File: config.mk
export PLATFORM = sky130hd
export DESIGN_NAME = palette_block_allocator
export DESIGN_NICKNAME = d
export VERILOG_FILES = /design/src/rtl/core/pba_pkg.sv /design/src/rtl/core/pba_front.sv /design/src/rtl/core/pba_back.sv /design/src/rtl/core/palette_block_allocator.sv
export SDC_FILE = /design/constraint.sdc
export NUM_CORES = 2
export LEC_CHECK = 0
export BUFFER_PORTS_ARGS = -buffer_cell sky130_fd_sc_hd__buf_2
export CORE_MARGIN = 4
export CORE_UTILIZATION = 58
export DETAILED_ROUTE_END_ITERATION = 10
export PLACE_DENSITY = 0.79
export SYNTH_ARGS = -nofsm -noshare
export SYNTH_HDL_FRONTEND = slang
export SYNTH_SLANG_ARGS = --single-unit
export TNS_END_PERCENT = 30
File: constraint.sdc
create_clock -name i_clk -period 9.8 [get_ports i_clk]
set_input_delay 0.49 -clock i_clk [delete_from_list [all_inputs] [get_ports i_clk]]
set_output_delay 0.49 -clock i_clk [all_outputs]
set_load 0.01 [all_outputs]
File: src/rtl/core/pba_pkg.sv
`timescale 1ns / 1ps
package pba_pkg;
    localparam int ENTRIES = 16;
    localparam int EW = $clog2(ENTRIES);
    localparam int MAP_BLOCKS = 16;
    localparam int QDEPTH = 2;

    typedef enum logic [2:0] {
        MODE_FIRST = 3'd0, MODE_SEQ = 3'd1, MODE_FREE = 3'd2,
        MODE_LOOKUP = 3'd3, MODE_RESERVE = 3'd4, MODE_RESET = 3'd5,
        MODE_NOP6 = 3'd6, MODE_NOP7 = 3'd7
    } t_mode;

    localparam logic [2:0] ST_OK = 3'd0;
    localparam logic [2:0] ST_NO_ENTRY = 3'd1;
    localparam logic [2:0] ST_DUP = 3'd2;
    localparam logic [2:0] ST_NO_SPACE = 3'd3;
    localparam logic [2:0] ST_NOT_FOUND = 3'd4;

    localparam logic CFG_EXT_MAIN = 1'b0;
    localparam logic CFG_EXT_SUB = 1'b1;
    localparam logic [13:0] NORMAL_LIMIT = 14'h200;

    typedef struct packed {
        logic [2:0] mode;
        logic [15:0] res_id;
        logic [1:0] target;
        logic [8:0] block_count;
        logic extended;
        logic [15:0] reserve_mask;
    } t_req;

    typedef struct packed {
        logic [2:0] status;
        logic [12:0] addr_main;
        logic [12:0] addr_sub;
        logic entry_active;
    } t_rsp;

    // classified request passed from front to back
    typedef struct packed {
        t_req req;
        logic is_alloc;
        logic is_find;
        logic is_reserve;
        logic is_clear;
    } t_cmd;

    function automatic logic [15:0] run_bits(input logic [12:0] addr, input logic [8:0] cnt);
        logic [15:0] m;
        logic [9:0] idx;
        m = '0;
        for (int k = 0; k < MAP_BLOCKS; k++) begin
            idx = 10'(addr[12:5]) + 10'(k);
            if (9'(k) < cnt && idx < 10'(MAP_BLOCKS)) m[idx[3:0]] = 1'b1;
        end
        return m;
    endfunction
endpackage

File: src/rtl/core/pba_front.sv
`timescale 1ns / 1ps
module pba_front (
    input  logic i_clk,
    input  logic i_rst_n,
    input  logic i_valid,
    output logic o_ready,
    input  pba_pkg::t_req i_req,
    output logic o_q_valid,
    input  logic i_q_pop,
    output pba_pkg::t_cmd o_q_cmd
);
    pba_pkg::t_cmd r_q [pba_pkg::QDEPTH];
    logic r_wp, r_rp;
    logic [1:0] r_cnt;
    pba_pkg::t_cmd n_cmd;
    logic push;

    always_comb begin
        n_cmd.req = i_req;
        n_cmd.is_alloc = (i_req.mode == pba_pkg::MODE_FIRST) || (i_req.mode == pba_pkg::MODE_SEQ);
        n_cmd.is_find = (i_req.mode == pba_pkg::MODE_FREE) || (i_req.mode == pba_pkg::MODE_LOOKUP);
        n_cmd.is_reserve = i_req.mode == pba_pkg::MODE_RESERVE;
        n_cmd.is_clear = i_req.mode == pba_pkg::MODE_RESET;
    end

    assign o_ready = r_cnt != 2'(pba_pkg::QDEPTH);
    assign push = i_valid && o_ready;
    assign o_q_valid = r_cnt != 2'd0;
    assign o_q_cmd = r_q[r_rp];

    always_ff @(posedge i_clk) begin
        if (push) r_q[r_wp] <= n_cmd;
        if (!i_rst_n) begin
            r_wp <= 1'b0;
            r_rp <= 1'b0;
            r_cnt <= 2'd0;
        end else begin
            if (push) r_wp <= ~r_wp;
            if (i_q_pop) r_rp <= ~r_rp;
            r_cnt <= r_cnt + 2'(push) - 2'(i_q_pop);
        end
    end
endmodule

File: src/rtl/core/pba_back.sv
`timescale 1ns / 1ps
module pba_back (
    input  logic i_clk,
    input  logic i_rst_n,
    input  logic i_q_valid,
    output logic o_q_pop,
    input  pba_pkg::t_cmd i_q_cmd,
    input  logic i_cfg_valid,
    input  logic i_cfg_index,
    input  logic [13:0] i_cfg_data,
    output logic o_valid,
    input  logic i_ready,
    output pba_pkg::t_rsp o_rsp
);
    typedef enum logic [2:0] {S_IDLE, S_SCAN, S_FIT, S_DO, S_OUT} t_state;
    t_state r_state;
    pba_pkg::t_cmd r_cmd;
    logic [pba_pkg::EW-1:0] r_i;
    logic r_free_found, r_id_found;
    logic [pba_pkg::EW-1:0] r_free_e, r_id_e;
    logic [4:0] r_pos;
    logic r_fm, r_fs;
    logic [3:0] r_om, r_os;
    logic [15:0] r_map_m, r_map_s;
    logic [13:0] r_bp [4];
    logic [13:0] r_ext_m, r_ext_s;
    logic r_ev [pba_pkg::ENTRIES];
    logic [15:0] r_eid [pba_pkg::ENTRIES];
    logic [1:0] r_etg [pba_pkg::ENTRIES];
    logic [8:0] r_ebk [pba_pkg::ENTRIES];
    logic [12:0] r_eam [pba_pkg::ENTRIES];
    logic [12:0] r_eas [pba_pkg::ENTRIES];
    pba_pkg::t_rsp r_rsp;

    logic [15:0] need, win_m, win_s;
    logic [4:0] fit_end;
    logic [1:0] tg;
    logic [1:0] pm, ps;
    logic [13:0] lm, ls;
    logic [14:0] bytes, sum_m, sum_s;
    logic bad_m, bad_s, fit_fail;
    logic [12:0] am, as;

    always_comb begin
        tg = r_cmd.req.target;
        need = (r_cmd.req.block_count >= 9'd16) ? 16'hFFFF
             : 16'((17'd1 << r_cmd.req.block_count[4:0]) - 17'd1);
        win_m = need << r_pos[3:0];
        win_s = win_m;
        fit_end = r_pos + 5'(r_cmd.req.block_count[4:0]);
        pm = r_cmd.req.extended ? 2'd2 : 2'd0;
        ps = r_cmd.req.extended ? 2'd3 : 2'd1;
        lm = r_cmd.req.extended ? r_ext_m : pba_pkg::NORMAL_LIMIT;
        ls = r_cmd.req.extended ? r_ext_s : pba_pkg::NORMAL_LIMIT;
        bytes = {1'b0, r_cmd.req.block_count, 5'd0};
        sum_m = 15'(r_bp[pm]) + bytes;
        sum_s = 15'(r_bp[ps]) + bytes;
        bad_m = tg[0] && sum_m > 15'(lm);
        bad_s = tg[1] && sum_s > 15'(ls);
        fit_fail = (tg[0] && !r_fm) || (tg[1] && !r_fs);
        am = '0;
        as = '0;
        if (r_cmd.req.mode == pba_pkg::MODE_FIRST) begin
            if (tg[0]) am = {4'd0, r_om, 5'd0};
            if (tg[1]) as = {4'd0, r_os, 5'd0};
        end else begin
            if (tg[0]) am = r_bp[pm][12:0];
            if (tg[1]) as = r_bp[ps][12:0];
        end
    end

    assign o_q_pop = (r_state == S_IDLE) && i_q_valid;
    assign o_valid = r_state == S_OUT;
    assign o_rsp = r_rsp;

    always_ff @(posedge i_clk) begin
        if (!i_rst_n) begin
            r_state <= S_IDLE;
            r_map_m <= '0;
            r_map_s <= '0;
            for (int k = 0; k < 4; k++) r_bp[k] <= '0;
            r_ext_m <= '0;
            r_ext_s <= '0;
            for (int k = 0; k < pba_pkg::ENTRIES; k++) r_ev[k] <= 1'b0;
        end else begin
            if (i_cfg_valid) begin
                if (i_cfg_index == pba_pkg::CFG_EXT_MAIN) r_ext_m <= i_cfg_data;
                else r_ext_s <= i_cfg_data;
            end
            case (r_state)
                S_IDLE: begin
                    if (i_q_valid) begin
                        r_cmd <= i_q_cmd;
                        r_i <= '0;
                        r_free_found <= 1'b0;
                        r_id_found <= 1'b0;
                        r_pos <= '0;
                        r_fm <= 1'b0;
                        r_fs <= 1'b0;
                        r_om <= '0;
                        r_os <= '0;
                        r_state <= (i_q_cmd.is_alloc || i_q_cmd.is_find) ? S_SCAN : S_DO;
                    end
                end
                S_SCAN: begin
                    if (!r_ev[r_i] && !r_free_found) begin
                        r_free_found <= 1'b1;
                        r_free_e <= r_i;
                    end
                    if (r_ev[r_i] && r_eid[r_i] == r_cmd.req.res_id && !r_id_found) begin
                        r_id_found <= 1'b1;
                        r_id_e <= r_i;
                    end
                    r_i <= r_i + 1'b1;
                    if (r_i == pba_pkg::EW'(pba_pkg::ENTRIES - 1))
                        r_state <= (r_cmd.req.mode == pba_pkg::MODE_FIRST) ? S_FIT : S_DO;
                end
                S_FIT: begin
                    if (r_cmd.req.block_count == 9'd0) begin
                        r_fm <= 1'b1;
                        r_fs <= 1'b1;
                        r_state <= S_DO;
                    end else if (r_cmd.req.block_count > 9'd16 || fit_end > 5'd16) begin
                        r_state <= S_DO;
                    end else begin
                        if (!r_fm && (r_map_m & win_m) == 16'd0) begin
                            r_fm <= 1'b1;
                            r_om <= r_pos[3:0];
                        end
                        if (!r_fs && (r_map_s & win_s) == 16'd0) begin
                            r_fs <= 1'b1;
                            r_os <= r_pos[3:0];
                        end
                        r_pos <= r_pos + 5'd1;
                    end
                end
                S_DO: begin
                    r_rsp <= '0;
                    r_state <= S_OUT;
                    if (r_cmd.is_alloc) begin
                        if (!r_free_found) r_rsp.status <= pba_pkg::ST_NO_ENTRY;
                        else if (r_id_found) r_rsp.status <= pba_pkg::ST_DUP;
                        else if ((r_cmd.req.mode == pba_pkg::MODE_FIRST) ? fit_fail
                                 : (bad_m || bad_s)) r_rsp.status <= pba_pkg::ST_NO_SPACE;
                        else begin
                            r_rsp.addr_main <= am;
                            r_rsp.addr_sub <= as;
                            r_ev[r_free_e] <= 1'b1;
                            r_eid[r_free_e] <= r_cmd.req.res_id;
                            r_etg[r_free_e] <= tg;
                            r_ebk[r_free_e] <= r_cmd.req.block_count;
                            r_eam[r_free_e] <= am;
                            r_eas[r_free_e] <= as;
                            if (tg[0]) r_map_m <= r_map_m | pba_pkg::run_bits(am, r_cmd.req.block_count);
                            if (tg[1]) r_map_s <= r_map_s | pba_pkg::run_bits(as, r_cmd.req.block_count);
                            if (r_cmd.req.mode == pba_pkg::MODE_SEQ) begin
                                if (tg[0]) r_bp[pm] <= sum_m[13:0];
                                if (tg[1]) r_bp[ps] <= sum_s[13:0];
                            end
                        end
                    end else if (r_cmd.is_find) begin
                        if (!r_id_found) r_rsp.status <= pba_pkg::ST_NOT_FOUND;
                        else begin
                            if (r_etg[r_id_e][0]) r_rsp.addr_main <= r_eam[r_id_e];
                            if (r_etg[r_id_e][1]) r_rsp.addr_sub <= r_eas[r_id_e];
                            if (r_cmd.req.mode == pba_pkg::MODE_FREE) begin
                                if (r_etg[r_id_e][0]) r_map_m <= r_map_m
                                    & ~pba_pkg::run_bits(r_eam[r_id_e], r_ebk[r_id_e]);
                                if (r_etg[r_id_e][1]) r_map_s <= r_map_s
                                    & ~pba_pkg::run_bits(r_eas[r_id_e], r_ebk[r_id_e]);
                                r_ev[r_id_e] <= 1'b0;
                            end else r_rsp.entry_active <= 1'b1;
                        end
                    end else if (r_cmd.is_reserve) begin
                        if (tg[0]) r_map_m <= r_map_m | r_cmd.req.reserve_mask;
                        if (tg[1]) r_map_s <= r_map_s | r_cmd.req.reserve_mask;
                    end else if (r_cmd.is_clear) begin
                        r_map_m <= '0;
                        r_map_s <= '0;
                        for (int k = 0; k < 4; k++) r_bp[k] <= '0;
                    end
                end
                S_OUT: if (i_ready) r_state <= S_IDLE;
                default: r_state <= S_IDLE;
            endcase
        end
    end
endmodule

File: src/rtl/core/palette_block_allocator.sv
`timescale 1ns / 1ps
// channel | direction | handshake
// req     | in        | i_valid / o_ready, i_req
// rsp     | out       | o_valid / i_ready, o_rsp
// cfg     | in        | i_cfg_valid / o_cfg_ready, i_cfg_index, i_cfg_data
// alloc/free/lookup: entry table scan, plus a bitmap fit search for first-fit allocs
// reserve, reset and unused modes skip the scan and go straight to the update state
// a two-deep request queue keeps taking requests while the back end works or stalls, until it is full
// reset is synchronous, active low, and clears entries' valid bits, maps and pointers
module palette_block_allocator (
    input  logic i_clk,
    input  logic i_rst_n,
    input  logic i_valid,
    output logic o_ready,
    input  pba_pkg::t_req i_req,
    output logic o_valid,
    input  logic i_ready,
    output pba_pkg::t_rsp o_rsp,
    input  logic i_cfg_valid,
    output logic o_cfg_ready,
    input  logic i_cfg_index,
    input  logic [13:0] i_cfg_data
);
    logic q_valid, q_pop;
    pba_pkg::t_cmd q_cmd;
    assign o_cfg_ready = 1'b1;

    pba_front u_front (.i_clk, .i_rst_n, .i_valid, .o_ready, .i_req,
        .o_q_valid(q_valid), .i_q_pop(q_pop), .o_q_cmd(q_cmd));
    pba_back u_back (.i_clk, .i_rst_n, .i_q_valid(q_valid), .o_q_pop(q_pop),
        .i_q_cmd(q_cmd), .i_cfg_valid, .i_cfg_index, .i_cfg_data,
        .o_valid, .i_ready, .o_rsp);
endmodule

# Yosys cells after proc, flatten, opt, wreduce, memory -nomap -nowiden
# Memory sizes are Yosys's and may differ from the RTL's. A register that Yosys moved wholly into a read port is not among the register bits.
# Index checks and enable logic that the tools add are counted.
# word_totals
inputBits,67
mem_bits_ro,0
regBits,177
memories,8
latchBits,0
output_inout_bits,33
ram_bits,1022
# op_classes
multipliers,0
addsub,68
order_cmp,229
n_div,0
n_mux,789
n_reduce_logical,182
n_eq_ne,38
bitwise_logic,79
n_shift,2
# mem_list
memory,depth,word_bits,read_ports,rd_ports_with_merged_regs,wr,line_no,rtl
u_back.r_eid,16,16,1,1,1,pba_back.sv:28,logic [15:0] r_eid [pba_pkg::ENTRIES];
u_back.r_eam,16,13,1,1,1,pba_back.sv:31,logic [12:0] r_eam [pba_pkg::ENTRIES];
u_back.r_eas,16,13,1,1,1,pba_back.sv:32,logic [12:0] r_eas [pba_pkg::ENTRIES];
u_back.r_ebk,16,9,1,1,1,pba_back.sv:30,logic [8:0] r_ebk [pba_pkg::ENTRIES];
u_front.r_q,2,51,1,1,1,pba_front.sv:12,pba_pkg::t_cmd r_q [pba_pkg::QDEPTH];
u_back.r_bp,4,14,2,0,4,pba_back.sv:25,logic [13:0] r_bp [4];
+2 memories,--,--,--,--,--,--,
# op_table
cell,count
$mux 16,536
$or 16x16->16,64
$lt 10x5->1 const B,60
$lt 4x5->1 const B,64
$add 8x4->9 const B,32
$demux 1 s4,64
$ge 4x1->1 const B,64
$add 8x3->9 const B,16
$lt 4x9->1 const A,16
$logic_and 1x1->1,139
$mux 1,126
$mux 14,8
$mux 13,6
$mux 26,3
$add 8x2->9 const B,8
$lt 3x9->1 const A,8
$and 16x16->16,4
$mux 4,15
$add 8x1->9 const B,4
$lt 1x9->1 const A,4
$lt 2x9->1 const A,4
$logic_not 16->1,2
$lt 8x5->1 const B,4
$not 16->16,2
50 further kinds,134

# Longest topological paths before layout
# An unclocked memory read counts as a cell.
# depth
ltp_word,157
depth_mapped,28
depth_no_buf,24

# Cells and area by module
# From an unflattened synthesis, not the netlist that was laid out.
# unflattened
hier_cells,5017
hier_area_um2,62198.4
# by_module_without_submodules
module,seq_area_each_um2,cells_per_inst,instances,area_each_um2
pba_back,32190.9,4824,1,58195.8
pba_front,3163.0,191,1,3991.3
palette_block_allocator,0.0,2,1,11.3

# Least setup slack after synthesis
# OpenSTA, ideal clock, no wires.
# synth_timing
path_kind,reg2reg
from,reg u_back.r_cmd[20] in the netlist's numbering
to,mem u_back.r_eam[2][0] (enable)
synth_period_minus_slack_ns,9.234
slack_ns,0.566
stages_incl_launch_ff,20
t_required_ns,9.270
arrival_time_ns,8.704
cell_sequence,edfxtp_1 buf_2 buf_2 clkbuf_1 clkbuf_1 buf_1 clkbuf_1 mux2_2 ha_1 xor2_1 inv_1 ha_1 nand3_1 nor4_1 a311oi_1 nor4_1 nand2_1 nor2_1 nand3b_1 nor3_1
# synth_via
elab_chain_len,14
word_cells_on_any_way,20
cone_classes,add/sub (2); order compare (2); mux (12); reduce/logical (3); memory (1)
# synth_rtl
element,line_no,rtl
"start, declared",pba_back.sv:17,pba_pkg::t_cmd r_cmd;
"start signal, assigned",pba_back.sv:93,r_cmd <= i_q_cmd;
$mux 2,pba_back.sv:52,ps = r_cmd.req.extended ? 2'd3 : 2'd1;
$mem_v2 4x14,--,
$add 14x14->15,pba_back.sv:57,sum_s = 15'(r_bp[ps]) + bytes;
named net u_back.sum_s[13],pba_back.sv:40,"logic [14:0] bytes, sum_m, sum_s;"
$gt 15x14->1,pba_back.sv:59,bad_s = tg[1] && sum_s > 15'(ls);
$logic_and 1x1->1,pba_back.sv:59,
$logic_or 1x1->1,pba_back.sv:144,: (bad_m || bad_s)) r_rsp.status <= pba_pkg::ST_NO_SPACE;
$mux 1 (2 in series),pba_back.sv:143,else if ((r_cmd.req.mode == pba_pkg::MODE_FIRST) ? fit_fail
$mux 1,pba_back.sv:142,else if (r_id_found) r_rsp.status <= pba_pkg::ST_DUP;
$mux 1,pba_back.sv:141,if (!r_free_found) r_rsp.status <= pba_pkg::ST_NO_ENTRY;
$mux 1,pba_back.sv:140,if (r_cmd.is_alloc) begin
$mux 1,pba_back.sv:90,case (r_state)
$mux 1,pba_back.sv:77,if (!i_rst_n) begin
$mux 1 (not written as such),pba_back.sv:152,r_eam[r_free_e] <= am;
"end, declared",pba_back.sv:31,
# The timed path passes the listed nets, and every way through them passes these cells.

# Worst setup path after layout
# layout_timing
from,reg u_back.r_cmd[20] in the netlist's numbering
to,mem u_back.r_eid[4][10] (enable)
# layout_via
elab_chain_len,14
word_cells_on_any_way,20
cone_classes,add/sub (2); order compare (2); mux (12); reduce/logical (3); memory (1)
# layout_rtl
element,line_no,rtl
$mux 2,pba_back.sv:52,
$mem_v2 4x14,--,
$add 14x14->15,pba_back.sv:57,
named net u_back.sum_s[13],pba_back.sv:40,
$gt 15x14->1,pba_back.sv:59,
$logic_and 1x1->1,pba_back.sv:59,
$logic_or 1x1->1,pba_back.sv:144,
$mux 1 (2 in series),pba_back.sv:143,
$mux 1,pba_back.sv:142,
$mux 1,pba_back.sv:141,
$mux 1,pba_back.sv:140,
$mux 1,pba_back.sv:90,
$mux 1,pba_back.sv:77,
$mux 1 (not written as such),pba_back.sv:149,r_eid[r_free_e] <= r_cmd.req.res_id;
"end, declared",pba_back.sv:28,
# The timed path passes the listed nets, and every way through them passes these cells.

==> run metrics <==
Setup-failing EPs final=0; number of setup buffers added after CTS=0; PD cells=216 mW/mm²; Remaining DRCs=2; Detailed Routing Iterations Pass 1=11; via density per instance=7.59; flop-to-flop setup slack=1.41 ns; Max Slew Vio Count=0; Synth area leaders=sky130_fd_sc_hd__edfxtp_1, sky130_fd_sc_hd__mux4_2, sky130_fd_sc_hd__dfxtp_1, sky130_fd_sc_hd__nand2_1, sky130_fd_sc_hd__nor2_1; fin util=65.0%; transition time at the pin with the least slew margin=1.40 ns; synthesized area per cell=12.4 µm²; final critical-path required period=roughly 8.4 ns; leakage component of the power=22.8 nW; share of cells above drive strength 1=15.6%; Buffers & Inverters on Critical Path=4; worst hold slack after final layout=about 0.025 ns; post-detail-place hpwl=159 mm; Max H-tree Level=3; wire length of the first global-routing pass=344 mm; detail-routed net length per standard cell=between 30 and 40 µm; master cell of the clock root buffer=sky130_fd_sc_hd__clkbuf_16; max_slew headroom=3.74%; setup repair after global routing missed its margin=false; number of DRC markers after the initial detailed-route iteration=9684; Yosys cell types=between 100 and 150; site row count=between 100 and 150; crit path capture type=flop; CP Data Arrival Time=8.78 ns; kind of cell adding the most delay to the critical path=simple AND/OR/NAND/NOR gates; final total negative setup slack=0 ns; post-layout net count=approximately 5300; destination of the worst hold path=u_back.r_ext_m[7]$_SDFFE_PN0P_; maximum clock frequency=0.119 GHz; worst hold path type=primary input to flop; cell area after synthesis=roughly 0.062 mm²; overall routing resource usage=between 40% and 50%; height of the die=around 340 µm; Layout Area Growth over Synthesis=10.6%; most instantiated library cell after synthesis=sky130_fd_sc_hd__edfxtp_1; clock skew=0.0979 ns; number of buffers on the longest clock path=3; ys flop type=sky130_fd_sc_hd__edfxtp_1; count of flip-flops with a built-in enable after synthesis=1116; portion of synthesized cell area occupied by the leading cell type=53.9%; die outline width=about 340 µm; Core Area=approximately 0.11 mm²; start point of the worst hold path=i_cfg_data[7]; asr flop ratio synth=0%; Die Area=0.113 mm²; maximum number of pins on one net before global-route repair=between 50 and 60; sequential area share after synthesis=56.8%; clock latency reported for the late side of the worst-skew pair=0.76 ns; routed wire length=240 mm; slowest stage delay, CP=1.03 ns; number of nets with antenna violations after detailed routing=0; cell taking the most area after synthesis=sky130_fd_sc_hd__edfxtp_1; Post-CTS Resized=0; global route overflow=0; R2R Path End=u_back.r_eid[4][10]$_DFFE_PP_; count of buffers from port buffering=98; library cell appearing most often on the critical path=sky130_fd_sc_hd__a21oi_1; largest driver fanout on the critical path=39; Peak supply drop=0.000251 V; final number of hold-violating endpoints=0; number of buffers created by CTS=between 100 and 150; Seq cells post-synth=about 1200; # IOs=100; slowest library cell on the worst path=sky130_fd_sc_hd__or4_1; Hold Path Cell Cnt=3; number of nets produced by synthesis=5152; critical path, cell by cell=buf_4, mux2i_1, inv_1, fa_1, a21oi_1, nor2_1, nor2_1, o21bai_1, a21oi_1, o21bai_1, a21oi_1, xor2_1, inv_1, ha_1, nand3_1, nor4_1, a311oi_1, nor4_1, nand2_1, or4_1, nor2_4, buf_4; weighted congestion at the end of routability-driven global placement=approximately 1.1; Crit Path Category=flop to flop; FF-to-FF Start=u_back.r_cmd[20]$_DFFE_PP_; number of antenna violations at the first check in global routing=8; vias in the first global route=47500; register clock-pin slew on the reported worst setup and hold paths=about 0.07 ns; cell depth of the worst flop-to-flop path=22; final cycle utilization of the critical path=85.6%; hold buffers post-CTS=54; Cells after Synth=4999; required arrival time at the worst endpoint=around 10 ns; CTS tree=done; Max Cap Viol=0; number of warning messages in the yosys log=0; top post-synthesis cells by count=sky130_fd_sc_hd__edfxtp_1, sky130_fd_sc_hd__nand2_1, sky130_fd_sc_hd__nor2_1; number of clock sinks=1208; count of vias placed by the detailed router=approximately 50000; violated checks=design-rule violations; result of the run=finished with violations; effective utilization at floorplan=58.8%; startpoint class of the critical path=flop
-- power breakdown --
group | switching [mW] | internal, mW
combinational | 2.76 | 1.32
sequential | 0.329 | 6.05
clock | 2.03 | 2.36
-- worst register-to-register path, stage by stage (launching register included) --
cell	delay, ns
sky130_fd_sc_hd__edfxtp_1	0.40
sky130_fd_sc_hd__buf_4	0.38
sky130_fd_sc_hd__mux2i_1	0.58
sky130_fd_sc_hd__inv_1	0.25
sky130_fd_sc_hd__fa_1	0.50
sky130_fd_sc_hd__a21oi_1	0.16
sky130_fd_sc_hd__nor2_1	0.05
sky130_fd_sc_hd__nor2_1	0.17
sky130_fd_sc_hd__o21bai_1	0.09
sky130_fd_sc_hd__a21oi_1	0.26
sky130_fd_sc_hd__o21bai_1	0.09
sky130_fd_sc_hd__a21oi_1	0.19
sky130_fd_sc_hd__xor2_1	0.28
sky130_fd_sc_hd__inv_1	0.08
sky130_fd_sc_hd__ha_1	0.30
sky130_fd_sc_hd__nand3_1	0.12
sky130_fd_sc_hd__nor4_1	0.30
sky130_fd_sc_hd__a311oi_1	0.11
sky130_fd_sc_hd__nor4_1	0.59
sky130_fd_sc_hd__nand2_1	0.77
sky130_fd_sc_hd__or4_1	1.04
sky130_fd_sc_hd__nor2_4	0.82
sky130_fd_sc_hd__buf_4	0.50
-- sequential cells by signal, summed over array words and instances (netlist names), 5 cells and up, named ones only --
signal,count
u_back.r_ext_s,14
u_back.r_eam,208
u_front.r_q,102
u_back.r_map_m,16
u_back.bytes,9
u_back.r_ev,16
u_back.o_rsp,30
u_back.r_ebk,144
u_back.r_bp,56
u_back.r_cmd,40
u_back.r_ext_m,14
u_back.r_map_s,16
u_back.r_eas,208
u_back.r_pos,5
u_back.r_etg,32
u_back.r_eid,256
-- layout by cell type (no fill, tap or decap), drive strengths merged, types with 58 or more instances in the layout --
cell type	n
nor3	125
nand3	162
inv	124
clkinv	65
ha	83
dfxtp	92
o21ai	206
nand2	438
nor2	382
o211ai	70
o22ai	80
a21oi	251
buf	245
clkbuf	150
nand4	58
xnor2	75
mux2i	132
mux2	82
mux4	199
and2	66
edfxtp	1116
-- how the worst max path moves through the flow --
stage,startpoint,to,slack (ns),depth (start not counted)
2_1_floorplan,u_back.r_cmd[20]$_DFFE_PP_,u_back.r_eam[2][0]$_DFFE_PP_,0.57,19
3_3_place_gp,u_back.r_cmd[20]$_DFFE_PP_,u_back.r_eid[4][8]$_DFFE_PP_,2.03,22
3_5_place_dp,u_back.r_cmd[20]$_DFFE_PP_,u_back.r_eid[4][7]$_DFFE_PP_,1.81,22
4_1_cts,u_back.r_cmd[20]$_DFFE_PP_,u_back.r_eid[4][5]$_DFFE_PP_,1.76,22
5_1_grt,u_back.r_cmd[20]$_DFFE_PP_,u_back.r_eid[4][15]$_DFFE_PP_,0.92,22
6_report,u_back.r_cmd[20]$_DFFE_PP_,u_back.r_eid[4][10]$_DFFE_PP_,1.41,22
-- per-layer routing --
metal / routed length, µm / GRT usage (%) / up-vias
li1: - / - / 20100
met3: 32900 / 11.9 / 986
met5: 131 / 0 / -
met2: 105000 / 63.6 / 4526
met4: 16600 / 21.5 / 12
met1: 85600 / 56.3 / 24600
-- area by class of cell --
class	instances	area [µm²]
Antenna cell	2	5.00
Clock buffer	150	3100
Clock inverter	65	583
Fill cell	7543	37100
Inverter	134	503
Multi-Input combinational cell	3365	25300
Sequential cell	1208	35400
Tap cell	1391	1740
Timing Repair Buffer	299	2190
-- kinds of logic (layout without fill, tap and decap cells) --
group | after synthesis | in the layout | synth area share, %
xor gates and xnor gates | 100 | 100 | 1.41
DFF | 1208 | 1208 | 56.8
adders and majority gates | 86 | 86 | 1.77
other | 1 | 3 | 0.00603
AOI/OAI and AO/OA | 1255 | 1255 | 14.4
and+or+nand+nor | 1510 | 1510 | 11.7
muxes | 413 | 413 | 10.9
buffers and inverters | 426 | 648 | 2.98
-- per-stage QoR --
step	total power [mW]	worst slack [ns]	instance area (µm²)	std cells
3_5_place_dp	10.3	1.81	64500	6342
6_report	14.9	1.41	68800	6614
5_1_grt	15.3	0.919	68800	6612
4_1_cts	14.6	1.76	68800	6611
3_3_place_gp	10.2	2.03	64500	6342
2_1_floorplan	8.79	0.566	62200	4999
(Power assumes the default switching activity.)
